$ cat src/sv/nns_pkg.sv
`timescale 1ns / 1ps
// -----------------------------------------------------------------------------
// Nearest-neighbour scaler package
// Sizes, register indexes, shared types and configuration helpers.
// -----------------------------------------------------------------------------
package nns_pkg;

   localparam int MAX_DIM      = 256;
   localparam int MAX_CHANNELS = 4;

   localparam int SRC_REG_W  = 9;
   localparam int DST_W      = 13;
   localparam int CH_REG_W   = 3;
   localparam int COORD_W    = 12;
   localparam int PIX_W      = 32;
   localparam int WORD_BYTES = PIX_W / 8;
   localparam int MAX_BYTES  = (MAX_CHANNELS < WORD_BYTES) ? MAX_CHANNELS : WORD_BYTES;

   localparam int DIM_W   = $clog2(MAX_DIM + 1);
   localparam int Q_W     = $clog2(MAX_DIM);
   localparam int ADDR_W  = 2 * Q_W;
   localparam int NUM_W   = COORD_W + DIM_W;
   localparam int AREA_W  = 2 * DIM_W;
   localparam int CNT_W   = $clog2(Q_W + 1);
   localparam int STORE_DEPTH = MAX_DIM * MAX_DIM;

   localparam int QUEUE_DEPTH = 2;
   localparam int QPTR_W      = (QUEUE_DEPTH > 1) ? $clog2(QUEUE_DEPTH) : 1;
   localparam int QCNT_W      = $clog2(QUEUE_DEPTH + 1);

   localparam int CSR_ADDR_W = 5;
   localparam int CSR_DATA_W = 32;
   localparam int REQ_DATA_W = PIX_W + 2 * COORD_W;
   localparam int RSP_DATA_W = PIX_W;

   localparam logic OP_LOAD = 1'b0;
   localparam logic OP_READ = 1'b1;

   typedef enum logic [2:0] {
      REG_SRC_WIDTH     = 3'd0,
      REG_SRC_HEIGHT    = 3'd1,
      REG_DST_WIDTH     = 3'd2,
      REG_DST_HEIGHT    = 3'd3,
      REG_CHANNEL_COUNT = 3'd4
   } reg_index_type;

   typedef struct packed {
      logic [DIM_W-1:0] src_width;
      logic [DIM_W-1:0] src_height;
      logic [DST_W-1:0] dst_width;
      logic [DST_W-1:0] dst_height;
      logic [PIX_W-1:0] pixel_mask;
   } cfg_type;

   typedef struct packed {
      logic             is_read;
      logic             out_of_range;
      logic [PIX_W-1:0] pixel;
      logic [NUM_W-1:0] num_x;
      logic [NUM_W-1:0] num_y;
   } cmd_type;

   function automatic logic [DIM_W-1:0] clamp_src(input logic [SRC_REG_W-1:0] v);
      logic [DIM_W-1:0] r;
      if (v == '0) begin
         r = DIM_W'(1);
      end else if (int'(v) > MAX_DIM) begin
         r = DIM_W'(MAX_DIM);
      end else begin
         r = DIM_W'(v);
      end
      return r;
   endfunction

   function automatic logic [DST_W-1:0] clamp_dst(input logic [DST_W-1:0] v);
      return (v == '0) ? DST_W'(1) : v;
   endfunction

   function automatic logic [PIX_W-1:0] pixel_mask(input logic [CH_REG_W-1:0] n);
      int               cnt;
      logic [PIX_W-1:0] m;
      cnt = int'(n);
      if (cnt == 0) cnt = 1;
      if (cnt > MAX_BYTES) cnt = MAX_BYTES;
      for (int b = 0; b < WORD_BYTES; b++) begin
         m[8*b +: 8] = (b < cnt) ? 8'hFF : 8'h00;
      end
      return m;
   endfunction

endpackage

$ cat src/sv/nns_front.sv
`timescale 1ns / 1ps
// -----------------------------------------------------------------------------
// Scaler front end
// Accept request transfers, check range and form the scaled numerators.
// -----------------------------------------------------------------------------
module nns_front import nns_pkg::*; (
   input  logic                  req_tvalid,
   output logic                  req_tready,
   input  logic [REQ_DATA_W-1:0] req_tdata,   // pixel_in, dst_col, dst_row
   input  logic                  req_tuser,   // operation
   input  cfg_type               cfg,
   input  logic                  q_full,
   output logic                  q_push,
   output cmd_type               q_item
);

   logic [COORD_W-1:0] col;
   logic [COORD_W-1:0] row;

   assign col = req_tdata[PIX_W +: COORD_W];
   assign row = req_tdata[PIX_W + COORD_W +: COORD_W];

   assign req_tready = !q_full;
   assign q_push     = req_tvalid && !q_full;

   always_comb begin
      q_item.is_read      = (req_tuser == OP_READ);
      q_item.out_of_range = (DST_W'(col) >= cfg.dst_width) || (DST_W'(row) >= cfg.dst_height);
      q_item.pixel        = req_tdata[PIX_W-1:0];
      q_item.num_x        = NUM_W'(col) * NUM_W'(cfg.src_width);
      q_item.num_y        = NUM_W'(row) * NUM_W'(cfg.src_height);
   end

endmodule

$ cat config.mk
export PLATFORM = sky130hd
export DESIGN_NAME = nns_front
export DESIGN_NICKNAME = d
export VERILOG_FILES = /design/src/sv/nns_pkg.sv /design/src/sv/nns_front.sv
export SDC_FILE = /design/constraint.sdc
export NUM_CORES = 1
export LEC_CHECK = 0
export ABC_CLOCK_PERIOD_IN_PS = 10650
export BUFFER_PORTS_ARGS = -buffer_cell sky130_fd_sc_hd__buf_2
export CAP_MARGIN = 40
export CORE_MARGIN = 3
export CORE_UTILIZATION = 61
export DETAILED_ROUTE_END_ITERATION = 8
export MAX_ROUTING_LAYER = met4
export PLACE_DENSITY = 0.91
export SLEW_MARGIN = 20
export SYNTH_ARGS = -nofsm -noshare
export SYNTH_HDL_FRONTEND = slang
export SYNTH_SLANG_ARGS = --single-unit
$ cat constraint.sdc
create_clock -name vclk -period 10.65
set_clock_uncertainty 0.2 [all_clocks]
set_input_delay 0 -clock vclk [all_inputs]
set_output_delay 0 -clock vclk [all_outputs]
set_load 0.03 [all_outputs]
* Word level (Yosys, flattened, before mapping)
Index checks and enable logic that the tools add are counted.
** Storage, ports and cells
- Bits of input ports :: 135
- Register bits after elaboration :: 0
- Bits in latches :: 0
- Bits in writable memories :: 0
- Memories :: 0
- Logic and storage cells :: 7
- Output and inout bits :: 78
- ROM bits :: 0
** Cells by class
- Div/mod/pow operators :: 0
- $mul :: 2
- Add/sub/neg operators :: 0
- Multiplexer cells :: 0
- Bitwise gates (word level) :: 0
- Shifts and indexed selects :: 0
- Reductions and logical operators :: 3
- Equal/unequal tests :: 0
- $lt $le $gt $ge :: 2
** Operators by type and width (count)
- multiplier 12 x 9 -> 21 bit :: 2
- greater-or-equal comparator 12 x 13 -> 1 bit :: 2
- logical AND 1 bit :: 1
- zero test 1 bit :: 1
- logical OR 1 bit :: 1

* Logic depth before layout (Yosys ltp)
Gate-level depths: netlist of run 1.
- Depth in word-level cells :: 2
- Mapped depth :: 17

* Least setup slack after synthesis of run 1
OpenSTA, ideal clock, no wires.
- Path type :: in2out
- Start point :: in cfg[58] (netlist bit)
- End point :: out q_item[20] (netlist bit)
- Stages on the path :: 16
- Arrival time :: 4.639 ns
- Required time :: 10.450 ns
- Path slack :: 5.811 ns
- Path through :: clkbuf_1 -> nand2_1 -> fa_1 -> inv_1 -> fa_1 -> fa_1 -> inv_1 -> fa_1 -> inv_1 -> ha_1 -> a21o_1 -> a221oi_1 -> a211oi_1 -> nor2_2 -> nor2_1 -> a211oi_1
** RTL lines
- from (decl) :: line nns_front.sv:11 : input cfg_type cfg,
- to (decl) :: line nns_front.sv:14 : output cmd_type q_item

==> results of run 1 <==
## stage by stage
stage          setup WS [ns]  power (uW)  utilization (%)  instances  hold slack (ns)
6_report                5.70        2020             69.5       1188           0.0787
3_3_place_gp            5.78        1930             66.7       1155           -0.200
3_5_place_dp            5.75        1990             66.7       1155           -0.200
2_1_floorplan           5.81        1560                -        926          -0.0904
5_1_grt                 5.40        2230             69.5       1188           0.0921
4_1_cts                 5.73        2020             69.5       1188           0.0797
## what timing repair did
| action | in CTS | in global routing |
|---|---|---|
| hold buffers | 33 | 0 |
| hold endpoints to repair | 33 | 0 |
| setup endpoints to repair | 0 | 0 |
| setup buffers | 0 | 0 |
## layout by cell type, fill, tap and decap left out, types with 3 or more instances in the layout
| cell type | n |
|---|---|
| a21o_1 | 21 |
| fa_1 | 142 |
| xor2_1 | 11 |
| a211oi_1 | 6 |
| buf_2 | 115 |
| nor2_1 | 15 |
| nand4_1 | 4 |
| and2_1 | 120 |
| a21oi_1 | 33 |
| inv_1 | 227 |
| nor2b_1 | 6 |
| o211ai_1 | 4 |
| o21bai_1 | 3 |
| o21a_1 | 5 |
| nand3_1 | 6 |
| and3_1 | 3 |
| xnor2_1 | 18 |
| o21ai_0 | 11 |
| ha_1 | 106 |
| nand2_1 | 108 |
| dlygate4sd3_1 | 33 |
## kinds of logic (layout without fill, tap and decap cells)
logic type	after synthesis	count (layout)	share of synthesized area, %
simple gates	269	269	18.0
compound gates	99	99	8.50
buf+inv	281	375	15.5
fa+ha+maj	248	248	54.7
xor+xnor	29	29	3.33
## metal layers
metal	vias up	share of wire, %
met4	0	2.4
met2	310	50
met1	3132	40
met5	-	0
li1	2957	-
met3	43	7.5
## layout make-up
type | instances | area (um^2)
multi-input combinational | 645 | 6440
fill | 995 | 3700
timing repair buffer | 148 | 906
tap | 168 | 210
inverter | 227 | 852
## worst max-delay path by stage
| stage | cells past startpoint | endpoint |
|---|---|---|
| global route | 18 | q_item[20] |
| CTS | 18 | q_item[20] |
| floorplan | 16 | q_item[20] |
| finish | 18 | q_item[19] |
| global placement | 18 | q_item[20] |
| detailed placement | 18 | q_item[20] |
## power groups by stage
stage          Combinational, uW  Sequential (uW)  Clock (uW)
6_report                    2020                0           0
5_1_grt                     2230                0           0
4_1_cts                     2020                0           0
3_5_place_dp                1990                0           0
3_3_place_gp                1930                0           0
2_1_floorplan               1560                0           0
==> flow_summary.ini, run 1 <==
[run_status]
outcome = complete, no violations

[global_routing]
grt-busiest-layer = met2
grt_pass1_vias = 6644
grt_pass1_wl_mm = 29.4
met1_usage_pct = 32.7
use_met3_pct = 2.31
use_met2_pct = 44.2
grt_max_degree = 13
antenna_found_initial = 0
overflow = 0
track_usage_pct = 25.7

[timing]
setup_viol = 0
slew_violations = 0
period_share_pct = 46.5
slew_headroom_pct = 54.4
tns_ns = 0
hold_viol = 0
rsz0062_at_grt = no
worst_pin_slew_ns = 0.685
max_freq_mhz = 202
period_needed_ns = 4.95

[worst_setup_path]
crit_chain = buf_2 > and2_1 > fa_1 > inv_1 > fa_1 > inv_1 > fa_1 > inv_1 > fa_1 > inv_1 > ha_1 > a21o_1 > a31o_1 > o31ai_1 > a31oi_1 > a311oi_1 > xnor2_1 > buf_2
required_ns = 10.45
cp.arrival_ns = 4.75
startpoint = cfg[61]
path_buf_inv = 6
crit_type = in -> out
cp-start-kind = input port
crit_fanout = 12
end_kind = output pin
cp_slowest_cell = fa_1
crit_family = adder cells
slowest_delay_ns = 0.53

[floorplan]
core_mm2 = 0.0121
dieArea_mm2 = 0.0139
die_y_um = 118
initial_core_util_pct = 62.9
rows = 40
ios = 213
die_x_um = 118

[drt]
drt_iter0_markers = 324
drt-total-wl_mm = 17.3
vias_per_cell = 5.42
wl_per_cell_um = 14.5
vias = 6442
firstDrtPassIters = 5
ant_nets = 0
drcViolationCount = 0

[synth]
yosys_warnings = 0
yosysTopAreaCell = fa_1
synth_top_cell_area_share_pct = 37.3
syn_area_per_cell_um2 = 8.23
synth_cell_type_count = 38
synthTopCellsByCount = 227 x inv_1, 142 x fa_1, 120 x and2_1
synthTopCellsByArea = fa_1 37%, ha_1 17%, inv_1 11%
yosysMostFrequentCell = inv_1
syn_area_mm2 = 0.00762
syn_inst = 926
syn-num-nets = 1309
ys_seq_area_share_pct = 0

[power_and_ir_drop]
ir_drop_uv = 380
power_density_mw_per_mm2 = 240
p_int_uw = 717
p_leak_uw = 0.00483
switchingPower_uw = 1300
pwr-share-seq_pct = 0
switching_share_pct = 64.5
clkPwrFrac_pct = 0
p_comb_share_pct = 100.0

[placement]
dp_hpwl_mm = 14.3
gp_congestion = 0.882
portBuffers = 115
place_area_mm2 = 0.00808

[cells_and_area]
flops_and_latches = 0
drive_gt1_share_pct = 11.6
syn2layout_area_growth_pct = 10.4
clock_buffers = 0
regArea_um2 = 0
n_antenna_cell = 0
final_area_mm2 = 0.00841
nNetsFinal = 1405

[min_path]
hold_start = q_full
hold_depth = 3
hold-path-endpoint = req_tready
hold_class = in -> out

[flow_run]
max-cap-violations = 0

[clock_network]
cts_resized = 0
No activity file was read; power rests on OpenSTA's default activity.
==> run 2, diff against run 1 <==
--- a/config.mk
+++ b/config.mk
@@ -5,14 +5,14 @@
 export SDC_FILE = /design/constraint.sdc
 export NUM_CORES = 1
 export LEC_CHECK = 0
-export ABC_CLOCK_PERIOD_IN_PS = 10650
+export ABC_CLOCK_PERIOD_IN_PS = 4700
 export BUFFER_PORTS_ARGS = -buffer_cell sky130_fd_sc_hd__buf_2
 export CAP_MARGIN = 40
 export CORE_MARGIN = 3
-export CORE_UTILIZATION = 61
+export CORE_UTILIZATION = 56
 export DETAILED_ROUTE_END_ITERATION = 8
 export MAX_ROUTING_LAYER = met4
-export PLACE_DENSITY = 0.91
+export PLACE_DENSITY = 0.85
 export SLEW_MARGIN = 20
 export SYNTH_ARGS = -nofsm -noshare
 export SYNTH_HDL_FRONTEND = slang
==> constraint.sdc (replaced) <==
create_clock -name vclk -period 4.7
set_clock_uncertainty 0.2 [all_clocks]
set_input_delay 0 -clock vclk [all_inputs]
set_output_delay 0 -clock vclk [all_outputs]
set_load 0.03 [all_outputs]
==> run 2 against run 1 <==
Against the previous run:
- sequential share of layout area unchanged
- worst setup slack worse by 5.6 ns
- combinational power up 140%
- final area up 3.8%
- count of clock-buffer cells in the layout unchanged
- critical endpoint is now q_item[15]
==> flow_summary.ini, run 2 (synthesized netlist as in run 1, its figures left out) <==
[timing]
worst_pin_slew_ns = 0.395
max_freq_mhz = 216
setup_viol = 0
hold_ws_ns = 0.0775
rsz0062_at_grt = yes
slew_headroom_pct = 73.5
hold_viol = 0
period_share_pct = 98.3
period_needed_ns = 4.62
slew_violations = 0

[min_path]
hold_depth = 3
hold_class = in -> out
hold_start = q_full
hold-path-endpoint = req_tready

[floorplan]
core_mm2 = 0.0130
rows = 41
ios = 213
dieArea_mm2 = 0.0150
initial_core_util_pct = 58.7
die_y_um = 123
die_x_um = 123

[cells_and_area]
clock_buffers = 0
regArea_um2 = 0
nNetsFinal = 1436
drive_gt1_share_pct = 15.1
final_cell_mix = 227 x inv_1, 142 x fa_1, 120 x and2_1
syn2layout_area_growth_pct = 14.6
final_common_cell = inv_1
flops_and_latches = 0

[flow_run]
max-cap-violations = 0

[drt]
ant_nets = 0
vias = 6463
firstDrtPassIters = 5
drt-total-wl_mm = 17.7
vias_per_cell = 5.28
wl_per_cell_um = 14.5
drt_iter0_markers = 316
drcViolationCount = 0

[worst_setup_path]
end_kind = output pin
cp-start-kind = input port
crit_fanout = 9
crit_type = in -> out
cp.arrival_ns = 4.42
required_ns = 4.50

[placement]
gp_congestion = 0.922
dp_hpwl_mm = 14.7
portBuffers = 115

[power_and_ir_drop]
ir_drop_uv = 713
p_leak_uw = 0.00499
finalPower_uw = 4830
power_density_mw_per_mm2 = 553

[global_routing]
antenna_found_initial = 0
overflow = 0
grt_pass1_wl_mm = 29.4
grt_max_degree = 13
grt_pass1_vias = 6585
track_usage_pct = 24.4

[run_status]
outcome = complete, no violations
run 2: changes by cell type in the layout (fill, tap and decap cells not counted), sizes merged:
cell,previous run,this run
clkbuf,0,4
diode,0,1
buf,115,142
run 2: final cells by class:
type,instances,area [um^2]
Inverter,227,852
Tap cell,172,215
Multi-Input combinational cell,645,6500
Fill cell,1060,4250
Antenna cell,1,2.50
Timing Repair Buffer,179,1160
run 2: critical path: stages:
cell      delay, ns
buf_2          0.12
buf_4          0.17
and2_1         0.18
fa_1           0.56
fa_1           0.44
fa_1           0.55
inv_1          0.05
fa_1           0.53
inv_1          0.05
ha_1           0.31
buf_4          0.15
o21ai_0        0.11
a21oi_1        0.20
o31ai_1        0.10
buf_4          0.15
a31oi_2        0.25
buf_4          0.16
xor2_1         0.15
clkbuf_4       0.21
run 2: how the worst max path moves through the flow:
stage                             start          to  slack (ns)  cells after the start
after global placement          cfg[61]  q_item[19]        0.09                     19
after global routing      req_tdata[49]  q_item[19]       -0.10                     19
after CTS                 req_tdata[49]  q_item[19]        0.05                     18
after detailed placement        cfg[67]  q_item[41]        0.08                     17
after floorplan                 cfg[58]  q_item[18]        0.09                     16
final                     req_tdata[49]  q_item[15]        0.08                     19
run 2: metal layers:
metal  share of wire [%]  global-route usage, %
met5                   0                      -
met2                  50                   42.1
met3                 5.2                  0.876
met4                 1.8                   4.27
met1                  43                   32.8
run 2: metrics by stage:
step	utilization, %	cells	TNS [ns]	area [um^2]	setup slack (ns)
6_report	67.3	1224	0	8730	0.0779
5_1_grt	67.3	1223	-0.178	8730	-0.102
4_1_cts	66.6	1221	0	8640	0.0503
3_5_place_dp	64.0	1188	0	8310	0.0830
3_3_place_gp	64.0	1188	0	8310	0.0948
2_1_floorplan	-	926	0	7630	0.0931
run 2: what timing repair did:
| action | CTS | global route |
|---|---|---|
| setup buffers | 0 | 2 |
| hold endpoints to repair | 33 | 0 |
| hold buffers | 33 | 0 |
| gates resized for setup | 0 | 21 |
| setup endpoints to repair | 0 | 11 |
run 2: report_power, final:
group | total [uW] | internal, uW | switching (uW) | leakage [uW]
Sequential | 0 | 0 | 0 | 0
Clock | 0.0000284 | 0.0000284 | 0 | 0.00000000634
Combinational | 4830 | 1790 | 3040 | 0.00499
