<file path="src/sv/nns_pkg.sv">
`timescale 1ns / 1ps
// -----------------------------------------------------------------------------
// Nearest-neighbour scaler package
// Sizes, register indexes, shared types and configuration helpers.
// -----------------------------------------------------------------------------
package nns_pkg;

   localparam int MAX_DIM      = 256;
   localparam int MAX_CHANNELS = 4;

   localparam int SRC_REG_W  = 9;
   localparam int DST_W      = 13;
   localparam int CH_REG_W   = 3;
   localparam int COORD_W    = 12;
   localparam int PIX_W      = 32;
   localparam int WORD_BYTES = PIX_W / 8;
   localparam int MAX_BYTES  = (MAX_CHANNELS < WORD_BYTES) ? MAX_CHANNELS : WORD_BYTES;

   localparam int DIM_W   = $clog2(MAX_DIM + 1);
   localparam int Q_W     = $clog2(MAX_DIM);
   localparam int ADDR_W  = 2 * Q_W;
   localparam int NUM_W   = COORD_W + DIM_W;
   localparam int AREA_W  = 2 * DIM_W;
   localparam int CNT_W   = $clog2(Q_W + 1);
   localparam int STORE_DEPTH = MAX_DIM * MAX_DIM;

   localparam int QUEUE_DEPTH = 2;
   localparam int QPTR_W      = (QUEUE_DEPTH > 1) ? $clog2(QUEUE_DEPTH) : 1;
   localparam int QCNT_W      = $clog2(QUEUE_DEPTH + 1);

   localparam int CSR_ADDR_W = 5;
   localparam int CSR_DATA_W = 32;
   localparam int REQ_DATA_W = PIX_W + 2 * COORD_W;
   localparam int RSP_DATA_W = PIX_W;

   localparam logic OP_LOAD = 1'b0;
   localparam logic OP_READ = 1'b1;

   typedef enum logic [2:0] {
      REG_SRC_WIDTH     = 3'd0,
      REG_SRC_HEIGHT    = 3'd1,
      REG_DST_WIDTH     = 3'd2,
      REG_DST_HEIGHT    = 3'd3,
      REG_CHANNEL_COUNT = 3'd4
   } reg_index_type;

   typedef struct packed {
      logic [DIM_W-1:0] src_width;
      logic [DIM_W-1:0] src_height;
      logic [DST_W-1:0] dst_width;
      logic [DST_W-1:0] dst_height;
      logic [PIX_W-1:0] pixel_mask;
   } cfg_type;

   typedef struct packed {
      logic             is_read;
      logic             out_of_range;
      logic [PIX_W-1:0] pixel;
      logic [NUM_W-1:0] num_x;
      logic [NUM_W-1:0] num_y;
   } cmd_type;

   function automatic logic [DIM_W-1:0] clamp_src(input logic [SRC_REG_W-1:0] v);
      logic [DIM_W-1:0] r;
      if (v == '0) begin
         r = DIM_W'(1);
      end else if (int'(v) > MAX_DIM) begin
         r = DIM_W'(MAX_DIM);
      end else begin
         r = DIM_W'(v);
      end
      return r;
   endfunction

   function automatic logic [DST_W-1:0] clamp_dst(input logic [DST_W-1:0] v);
      return (v == '0) ? DST_W'(1) : v;
   endfunction

   function automatic logic [PIX_W-1:0] pixel_mask(input logic [CH_REG_W-1:0] n);
      int               cnt;
      logic [PIX_W-1:0] m;
      cnt = int'(n);
      if (cnt == 0) cnt = 1;
      if (cnt > MAX_BYTES) cnt = MAX_BYTES;
      for (int b = 0; b < WORD_BYTES; b++) begin
         m[8*b +: 8] = (b < cnt) ? 8'hFF : 8'h00;
      end
      return m;
   endfunction

endpackage

</file>
<file path="src/sv/nns_queue.sv">
`timescale 1ns / 1ps
// -----------------------------------------------------------------------------
// Scaler command queue
// Short FIFO between front end and back end.
// -----------------------------------------------------------------------------
module nns_queue import nns_pkg::*; (
   input  logic    clock,
   input  logic    reset,
   input  logic    push,
   input  cmd_type push_item,
   output logic    full,
   output logic    valid,
   input  logic    pop,
   output cmd_type pop_item
);

   cmd_type             entry_ff [QUEUE_DEPTH];
   logic [QPTR_W-1:0]   wr_ptr_ff, wr_ptr_in;
   logic [QPTR_W-1:0]   rd_ptr_ff, rd_ptr_in;
   logic [QCNT_W-1:0]   count_ff, count_in;

   function automatic logic [QPTR_W-1:0] next_ptr(input logic [QPTR_W-1:0] p);
      return (int'(p) == QUEUE_DEPTH - 1) ? '0 : p + QPTR_W'(1);
   endfunction

   assign full     = (int'(count_ff) == QUEUE_DEPTH);
   assign valid    = (count_ff != '0);
   assign pop_item = entry_ff[rd_ptr_ff];

   always_comb begin
      wr_ptr_in = push ? next_ptr(wr_ptr_ff) : wr_ptr_ff;
      rd_ptr_in = pop ? next_ptr(rd_ptr_ff) : rd_ptr_ff;
      count_in  = count_ff + QCNT_W'(push) - QCNT_W'(pop);
   end

   always_ff @(posedge clock) begin
      if (reset) begin
         wr_ptr_ff <= '0;
         rd_ptr_ff <= '0;
         count_ff  <= '0;
      end else begin
         wr_ptr_ff <= wr_ptr_in;
         rd_ptr_ff <= rd_ptr_in;
         count_ff  <= count_in;
      end
   end

   always_ff @(posedge clock) begin
      if (push) begin
         entry_ff[wr_ptr_ff] <= push_item;
      end
   end

endmodule

</file>
<file path="config.mk">
export PLATFORM = sky130hd
export DESIGN_NAME = nns_queue
export DESIGN_NICKNAME = d
export VERILOG_FILES = /design/src/sv/nns_pkg.sv /design/src/sv/nns_queue.sv
export SDC_FILE = /design/constraint.sdc
export NUM_CORES = 1
export LEC_CHECK = 0
export BUFFER_PORTS_ARGS = -buffer_cell sky130_fd_sc_hd__buf_2
export CORE_AREA = 5 5 98 145
export DETAILED_ROUTE_END_ITERATION = 6
export DIE_AREA = 0 0 103 150
export GPL_ROUTABILITY_DRIVEN = 0
export PLACE_DENSITY = 0.74
export SLEW_MARGIN = 10
export SYNTH_ARGS = -nofsm -noshare
export SYNTH_HDL_FRONTEND = slang
export SYNTH_SLANG_ARGS = --single-unit
</file>
<file path="constraint.sdc">
create_clock -name clock -period 5.3 [get_ports clock]
set_input_delay 1.325 -clock clock [delete_from_list [all_inputs] [get_ports clock]]
set_output_delay 1.325 -clock clock [all_outputs]
set_load 0.01 [all_outputs]
</file>
=== Yosys cells after proc, flatten, opt, wreduce, memory -nomap -nowiden ===
Memories as Yosys holds them, arrays and structs flattened. A register that Yosys moved wholly into a read port is not among the register bits.
Cells that the tools add are included.

* Flip-flop bits (word level): 4
* Memory bits (writable): 152
* Input bits: 80
* Word-level logic and storage cells: 16
* Memories: 1

* $add $sub $neg: 4
* Equality and inequality tests: 1
* Multiplexer cells: 6
* Reductions and logical operators: 1

{| class="wikitable"
|+ Memories
! name !! words !! bits a word !! rd ports !! clocked after memory_dff !! wr ports !! RTL line !! text
|-
| entry_ff || 2 || 76 || 1 || 1 || 1 || nns_queue.sv:17 || <nowiki>cmd_type entry_ff [QUEUE_DEPTH];</nowiki>
|}

{| class="wikitable"
|+ Operator list
! kind !! count
|-
| two-way mux 1 bit || 6
|-
| adder 1 bit (second input constant) || 2
|-
| adder 2 x 1 -> 2 bit || 1
|-
| == test 2 bit (second input constant) || 1
|-
| nonzero test 2 bit || 1
|-
| subtractor 2 x 1 -> 2 bit || 1
|}

=== Logic depth before layout (Yosys ltp) ===
Gate-level depths: netlist of the first run.

* Depth after elaboration: 4
* Mapped depth: 6
* Depth with buffers taken out: 6

=== Worst setup path after synthesis of the first run ===
OpenSTA, ideal clock, no wires.

* Kind: input -> register
* Start point: input push
* End point: memory entry_ff[0][0] in the netlist's numbering (enable)
* Arrival time: 4.652 ns
* Setup slack: 0.128 ns
* Stages on the path: 1
* Path buffers: 0
* Cell sequence: nor2b_1

* Longest elaborated chain between the ends: 2

{| class="wikitable"
|+ Ends and longest elaborated chain
! item !! RTL line !! text
|-
| start, declared || nns_queue.sv:9 || <nowiki>input logic push,</nowiki>
|-
| two-way mux 1 bit || nns_queue.sv:49 || <nowiki>if (push) begin</nowiki>
|-
| two-way mux 1 bit (implied by the code) || nns_queue.sv:50 || <nowiki>entry_ff[wr_ptr_ff] <= push_item;</nowiki>
|-
| end, declared || nns_queue.sv:17 ||
|}

No other way between the ends.

==> flow_summary.yaml, run 1 <==
setup_path:
  worst-r2r-setup-slack_ns: 3.57
  r2r_start: "wr_ptr_ff"
  end_kind: "output port"
  crit_type: "flip-flop to output port"
  worst_path_max_delay_cell: "dfxtp_4"
  crit_arrival_ns: 2.33
  ff2ff_path_depth: 1
  max_stage_delay_ns: 1.02
  worstPathMaxFanout: 65
  r2r_end: "entry_ff[1][9]"
  cp-start-kind: "flip-flop"
  critical_path_required_ns: 3.97
  path_cells: "buf_4 > mux2_2 > buf_2"
finish:
  area_growth_pct: 26.3
  drive_gt1_share_pct: 61.2
  fin_cells: 600
  multi_input_area_sq_mm: 0.00113
  layout.nets: 510
  antennaDiodeCount: 0
  fillers: 1026
  regArea_sq_mm: 0.00467
sta:
  slew_violations: 0
  tightestPinTransition_ns: 1.05
  hold_viol_final: 0
  min_period_ns: 3.66
  final-setup-viol-count: 0
  max_clock_freq_mhz: 273
  fin_worst_skew_ns: 0.00725
  rsz0062_at_grt: "no"
  fin_crit_sh_pct: 69.0
  slew_headroom_pct: 29.8
  tns_ns: 0
status:
  status: "finished clean"
floorplanning:
  die_y_um: 150
  row_count: 51
  dieArea_sq_mm: 0.0155
  coreArea_sq_mm: 0.0129
  die_x_um: 103
  io-pin-count: 158
  start_util_pct: 45.4
yosys:
  syn_inst: 257
  avgSynthCellArea_sq_um: 22.8
  synthesis.area_sq_mm: 0.00586
  synth_cell_types: 15
  async_reset_ff_share_pct: 0
  synth_commonest_cells: "152 x edfxtp_1, 40 x mux2_4, 36 x mux2_2"
  synth_top_area_cell: "edfxtp_1"
  yosys-top-cells-area: "edfxtp_1 78%, mux2_4 10%, mux2_2 6.9%, dfxtp_1 1.7%, buf_6 0.77%"
  synth_edf_count: 152
  ys_warn_count: 0
  yosysMostFrequentCell: "edfxtp_1"
  synth_ff_type: "edfxtp_1"
  synth_seq_cells: 157
  synth_top_area_share_pct: 77.9
  synth_nets: 339
  seq_area_frac_synth_pct: 79.6
routing:
  ant_nets: 0
  via_per_inst: 4.88
  post_drt_wl_per_cell_um: 17.5
  drt_iter0_drc: 96
  drtPass1Iterations: 4
  totalWireLength_um: 10500
  via_count: 2930
  drc: 0
placement:
  io_buffers: 157
  dpl.hpwl_um: 7190
  dp.cells: 568
clock_tree:
  tritoncts: "done"
  htree_levels: 4
  cts_sinks: 157
  cts_setup_buffers: 0
  cts.path.max_buffers: 2
  cts_root_buf: "clkbuf_16"
  cts_resized: 0
  holdBufCountCts: 0
  numCtsBuffers: 17
  path_clk_slew_ns: 0.06
  clkLatencyLatePin_ns: 0.41
power:
  pwr-share-seq_pct: 50.1
  ir_worst_vdd_uv: 265
  p_sw_uw: 650
  p_per_area_mw_per_mm2: 402
  clkPwrFrac_pct: 39.6
  p_leak_uw: 0.00287
  p_comb_share_pct: 10.3
  netSwitchingFraction_pct: 21.8
  p_int_uw: 2330
grt:
  grtUsageTotal_pct: 14.0
  use_met3_pct: 4.80
  grt_busiest_layer: "met2"
  overflow: 0
  grt_util_met1_pct: 14.1
  grt_max_degree: 77
  grt_pass1_wl_um: 15900
  grtUsageMet2_pct: 25.0
  grt_pass1_vias: 3178
  antenna_found_initial: 1
worst_hold_path:
  min_to: "rd_ptr_ff"
  holdPathStages: 2
  hold_start: "rd_ptr_ff"
  min_path_type: "flip-flop to flip-flop"
job:
  maxCapViolations: 0
[power by group through the flow]
stage / sequential, uW / clock [uW] / combinational [uW]
after floorplan: 1500 / 0 / 207
after global placement: 1510 / 0 / 306
after detailed placement: 1520 / 0 / 313
after CTS: 1490 / 1210 / 315
after global routing: 1500 / 1270 / 331
final: 1490 / 1180 / 307
[area by class of cell]
type | instances | area share, %
Clock buffer | 20 | 6.04
Clock inverter | 12 | 1.86
Inverter | 2 | 0.102
Multi-Input combinational cell | 90 | 15.2
Sequential cell | 157 | 63.1
Tap cell | 159 | 2.69
Timing Repair Buffer | 160 | 10.9
[critical path: cells and delay by family, from the launching register on]
family / cells / cell delay [ns]
buffers and inverters: 2 / 0.52
DFF: 1 / 1.02
muxes: 1 / 0.36
[metrics by stage]
stage | hold slack (ns) | util (%) | total power [uW] | area (sq um) | setup slack (ns)
floorplan | 0.480 | - | 1700 | 5860 | 0.128
global route | 0.557 | 57.4 | 3100 | 7390 | 1.49
finish | 0.526 | 57.4 | 2980 | 7390 | 1.64
global placement | 0.498 | 52.8 | 1820 | 6810 | 2.06
detailed placement | 0.503 | 52.8 | 1830 | 6810 | 2.02
CTS | 0.528 | 57.4 | 3010 | 7390 | 1.56
[flip-flops by register name, indices dropped and copies added, names as in the netlist, named ones only]
name	cells
entry_ff	152
count_ff	2
rd_ptr_ff	1
wr_ptr_ff	1
[per-layer routing]
layer	routed length, um	up-vias
met2	6020	100
met1	3450	1442
li1	-	1364
met3	708	22
met5	20	-
met4	277	2
[cell families after synthesis]
group / Yosys count / synth area share (%)
flops: 157 / 79.6
mux: 76 / 17.2
simple gates: 9 / 0.791
fa+ha+maj: 2 / 0.427
xor+xnor: 3 / 0.684
buf+inv: 10 / 1.28
[cell usage in the layout (no fill, tap or decap), drive strengths merged]
cell type and n:
and2 1, buf 160, bufinv 2, clkbuf 20, clkinv 2, clkinvlp 5
dfxtp 5, edfxtp 152, ha 2, inv 5, mux2 76, nor2 4
nor2b 3, or2 1, xnor2 2, xnor3 1
[how the worst max path moves through the flow]
stage              start              to  slack (ns)  depth (start not counted)
5_1_grt        flip-flop    pop_item[64]        1.49                          3
6_report       flip-flop    pop_item[64]        1.64                          3
3_3_place_gp   flip-flop    pop_item[72]        2.06                          3
3_5_place_dp   flip-flop    pop_item[64]        2.02                          3
2_1_floorplan       push  entry_ff[0][0]        0.13                          1
4_1_cts        flip-flop    pop_item[64]        1.56                          3
No activity file was read; power rests on OpenSTA's default activity.
==> inputs of run 2 (changes only) <==
--- a/config.mk
+++ b/config.mk
@@ -6,11 +6,11 @@
 export NUM_CORES = 1
 export LEC_CHECK = 0
 export BUFFER_PORTS_ARGS = -buffer_cell sky130_fd_sc_hd__buf_2
-export CORE_AREA = 5 5 98 145
+export CORE_AREA = 5 5 93 138
 export DETAILED_ROUTE_END_ITERATION = 6
-export DIE_AREA = 0 0 103 150
+export DIE_AREA = 0 0 98 143
 export GPL_ROUTABILITY_DRIVEN = 0
-export PLACE_DENSITY = 0.74
+export PLACE_DENSITY = 0.78
 export SLEW_MARGIN = 10
 export SYNTH_ARGS = -nofsm -noshare
 export SYNTH_HDL_FRONTEND = slang
==> constraint.sdc (replaced) <==
create_clock -name clock -period 3.77 [get_ports clock]
set_input_delay 0.9425 -clock clock [delete_from_list [all_inputs] [get_ports clock]]
set_output_delay 0.9425 -clock clock [all_outputs]
set_load 0.01 [all_outputs]
==> flow_summary.yaml, run 2 (synthesis results as in run 1) <==
status:
  status: "finished clean"
floorplanning:
  row_count: 48
  die_x_um: 98
  die_y_um: 143
  io-pin-count: 158
  dieArea_sq_mm: 0.0140
  start_util_pct: 51.1
  coreArea_sq_mm: 0.0115
setup_path:
  crit_arrival_ns: 2.08
  crit_type: "flip-flop to output port"
  end_kind: "output port"
  path_cells: "buf_4 > mux2_2 > buf_2"
  max_stage_delay_ns: 0.77
  worstPathMaxFanout: 37
  worst_path_max_delay_cell: "dfxtp_4"
  critical_path_required_ns: 2.83
  cp-start-kind: "flip-flop"
clock_tree:
  numCtsBuffers: 17
  cts_sinks: 157
  cts.path.max_buffers: 2
  cts_resized: 0
  holdBufCountCts: 0
  path_clk_slew_ns: 0.06
  clkLatencyLatePin_ns: 0.41
  tritoncts: "done"
  htree_levels: 4
  cts_setup_buffers: 0
  cts_root_buf: "clkbuf_16"
placement:
  pre_cts_ws_ns: 1.17
  dp.cells: 560
  dpl.hpwl_um: 7250
  io_buffers: 157
finish:
  drive_gt1_share_pct: 60.4
  layout_commonest_cell: "buf_2"
  top_regs: "entry_ff (152), count_ff (2)"
  largest_reg_flops: 152
  fin_cells: 592
  layout_common_cells: "157 x buf_2, 152 x edfxtp_1, 40 x mux2_4"
  area_growth_pct: 26.8
  largest_register: "entry_ff"
  layout.nets: 511
  antennaDiodeCount: 0
routing:
  drc: 0
  drt_iter0_drc: 128
  via_count: 2937
  via_per_inst: 4.96
  ant_nets: 0
  totalWireLength_um: 10800
  post_drt_wl_per_cell_um: 18.2
  drtPass1Iterations: 4
sta:
  tightestPinTransition_ns: 1.04
  layout_setup_ws_ns: 0.752
  tns_ns: 0
  hold_viol_final: 0
  slew_violations: 0
  final-setup-viol-count: 0
  fin_worst_skew_ns: 0.00538
  fin_crit_sh_pct: 80.0
  rsz0062_at_grt: "no"
  max_clock_freq_mhz: 331
  slew_headroom_pct: 30.6
  min_period_ns: 3.02
power:
  ir_worst_vdd_uv: 397
  p_leak_uw: 0.00290
  p_per_area_mw_per_mm2: 575
grt:
  grt_max_degree: 77
  grt_pass1_vias: 3334
  antenna_found_initial: 1
  overflow: 0
  grt_pass1_wl_um: 16500
  grtUsageTotal_pct: 15.8
job:
  maxCapViolations: 0
worst_hold_path:
  min_path_type: "flip-flop to flip-flop"
## run 2: cell types whose count changed in the layout (fill, tap and decap cells not counted), sizes merged
cell / change
buf: +1
clkinvlp: -2
clkbuf: +2
inv: -2
bufinv: +2
## run 2: worst paths after layout
path | cells after the start | startpoint | to | slack [ns]
worst min register to register | 2 | rd_ptr_ff | flip-flop | 0.54
worst max-delay path | 3 | flip-flop | pop_item[13] | 0.75
worst min-delay path | 2 | rd_ptr_ff | flip-flop | 0.54
worst max register to register | 1 | wr_ptr_ff | entry_ff[1][59] | 2.07
## run 2: layout make-up
cell class	count	area, sq um
clock buffer	22	444
clock inverter	10	164
fill	818	4040
inverter	2	7.51
multi-input combinational	90	1130
sequential	157	4670
tap	150	188
timing repair buffer	161	828
## run 2: metal layers
metal	up-vias	wire length, um	track usage [%]
met3	17	771	6.11
met2	105	6170	29.6
met5	-	13	0
met4	2	211	7.51
li1	1357	-	-
met1	1456	3620	14.8
## run 2: critical path, delay by kind of cell (launching register included)
kind | cells | cell delay [ns]
flops | 1 | 0.77
buf+inv | 2 | 0.50
mux | 1 | 0.38
## run 2: report_power, final
part	internal (uW)	switching (uW)	leakage (uW)	total, uW
combinational	236	214	0.00115	450
clock	1110	624	0.000283	1730
sequential	2040	48.3	0.00147	2090
## run 2: per-stage QoR
stage	power, uW	hold slack [ns]	util [%]	instance area, sq um
after detailed placement	2580	0.512	59.4	6820
after CTS	4320	0.554	64.7	7430
after global routing	4430	0.621	64.7	7430
final	4270	0.544	64.7	7430
after global placement	2560	0.500	59.4	6820
after floorplan	2390	0.480	-	5860
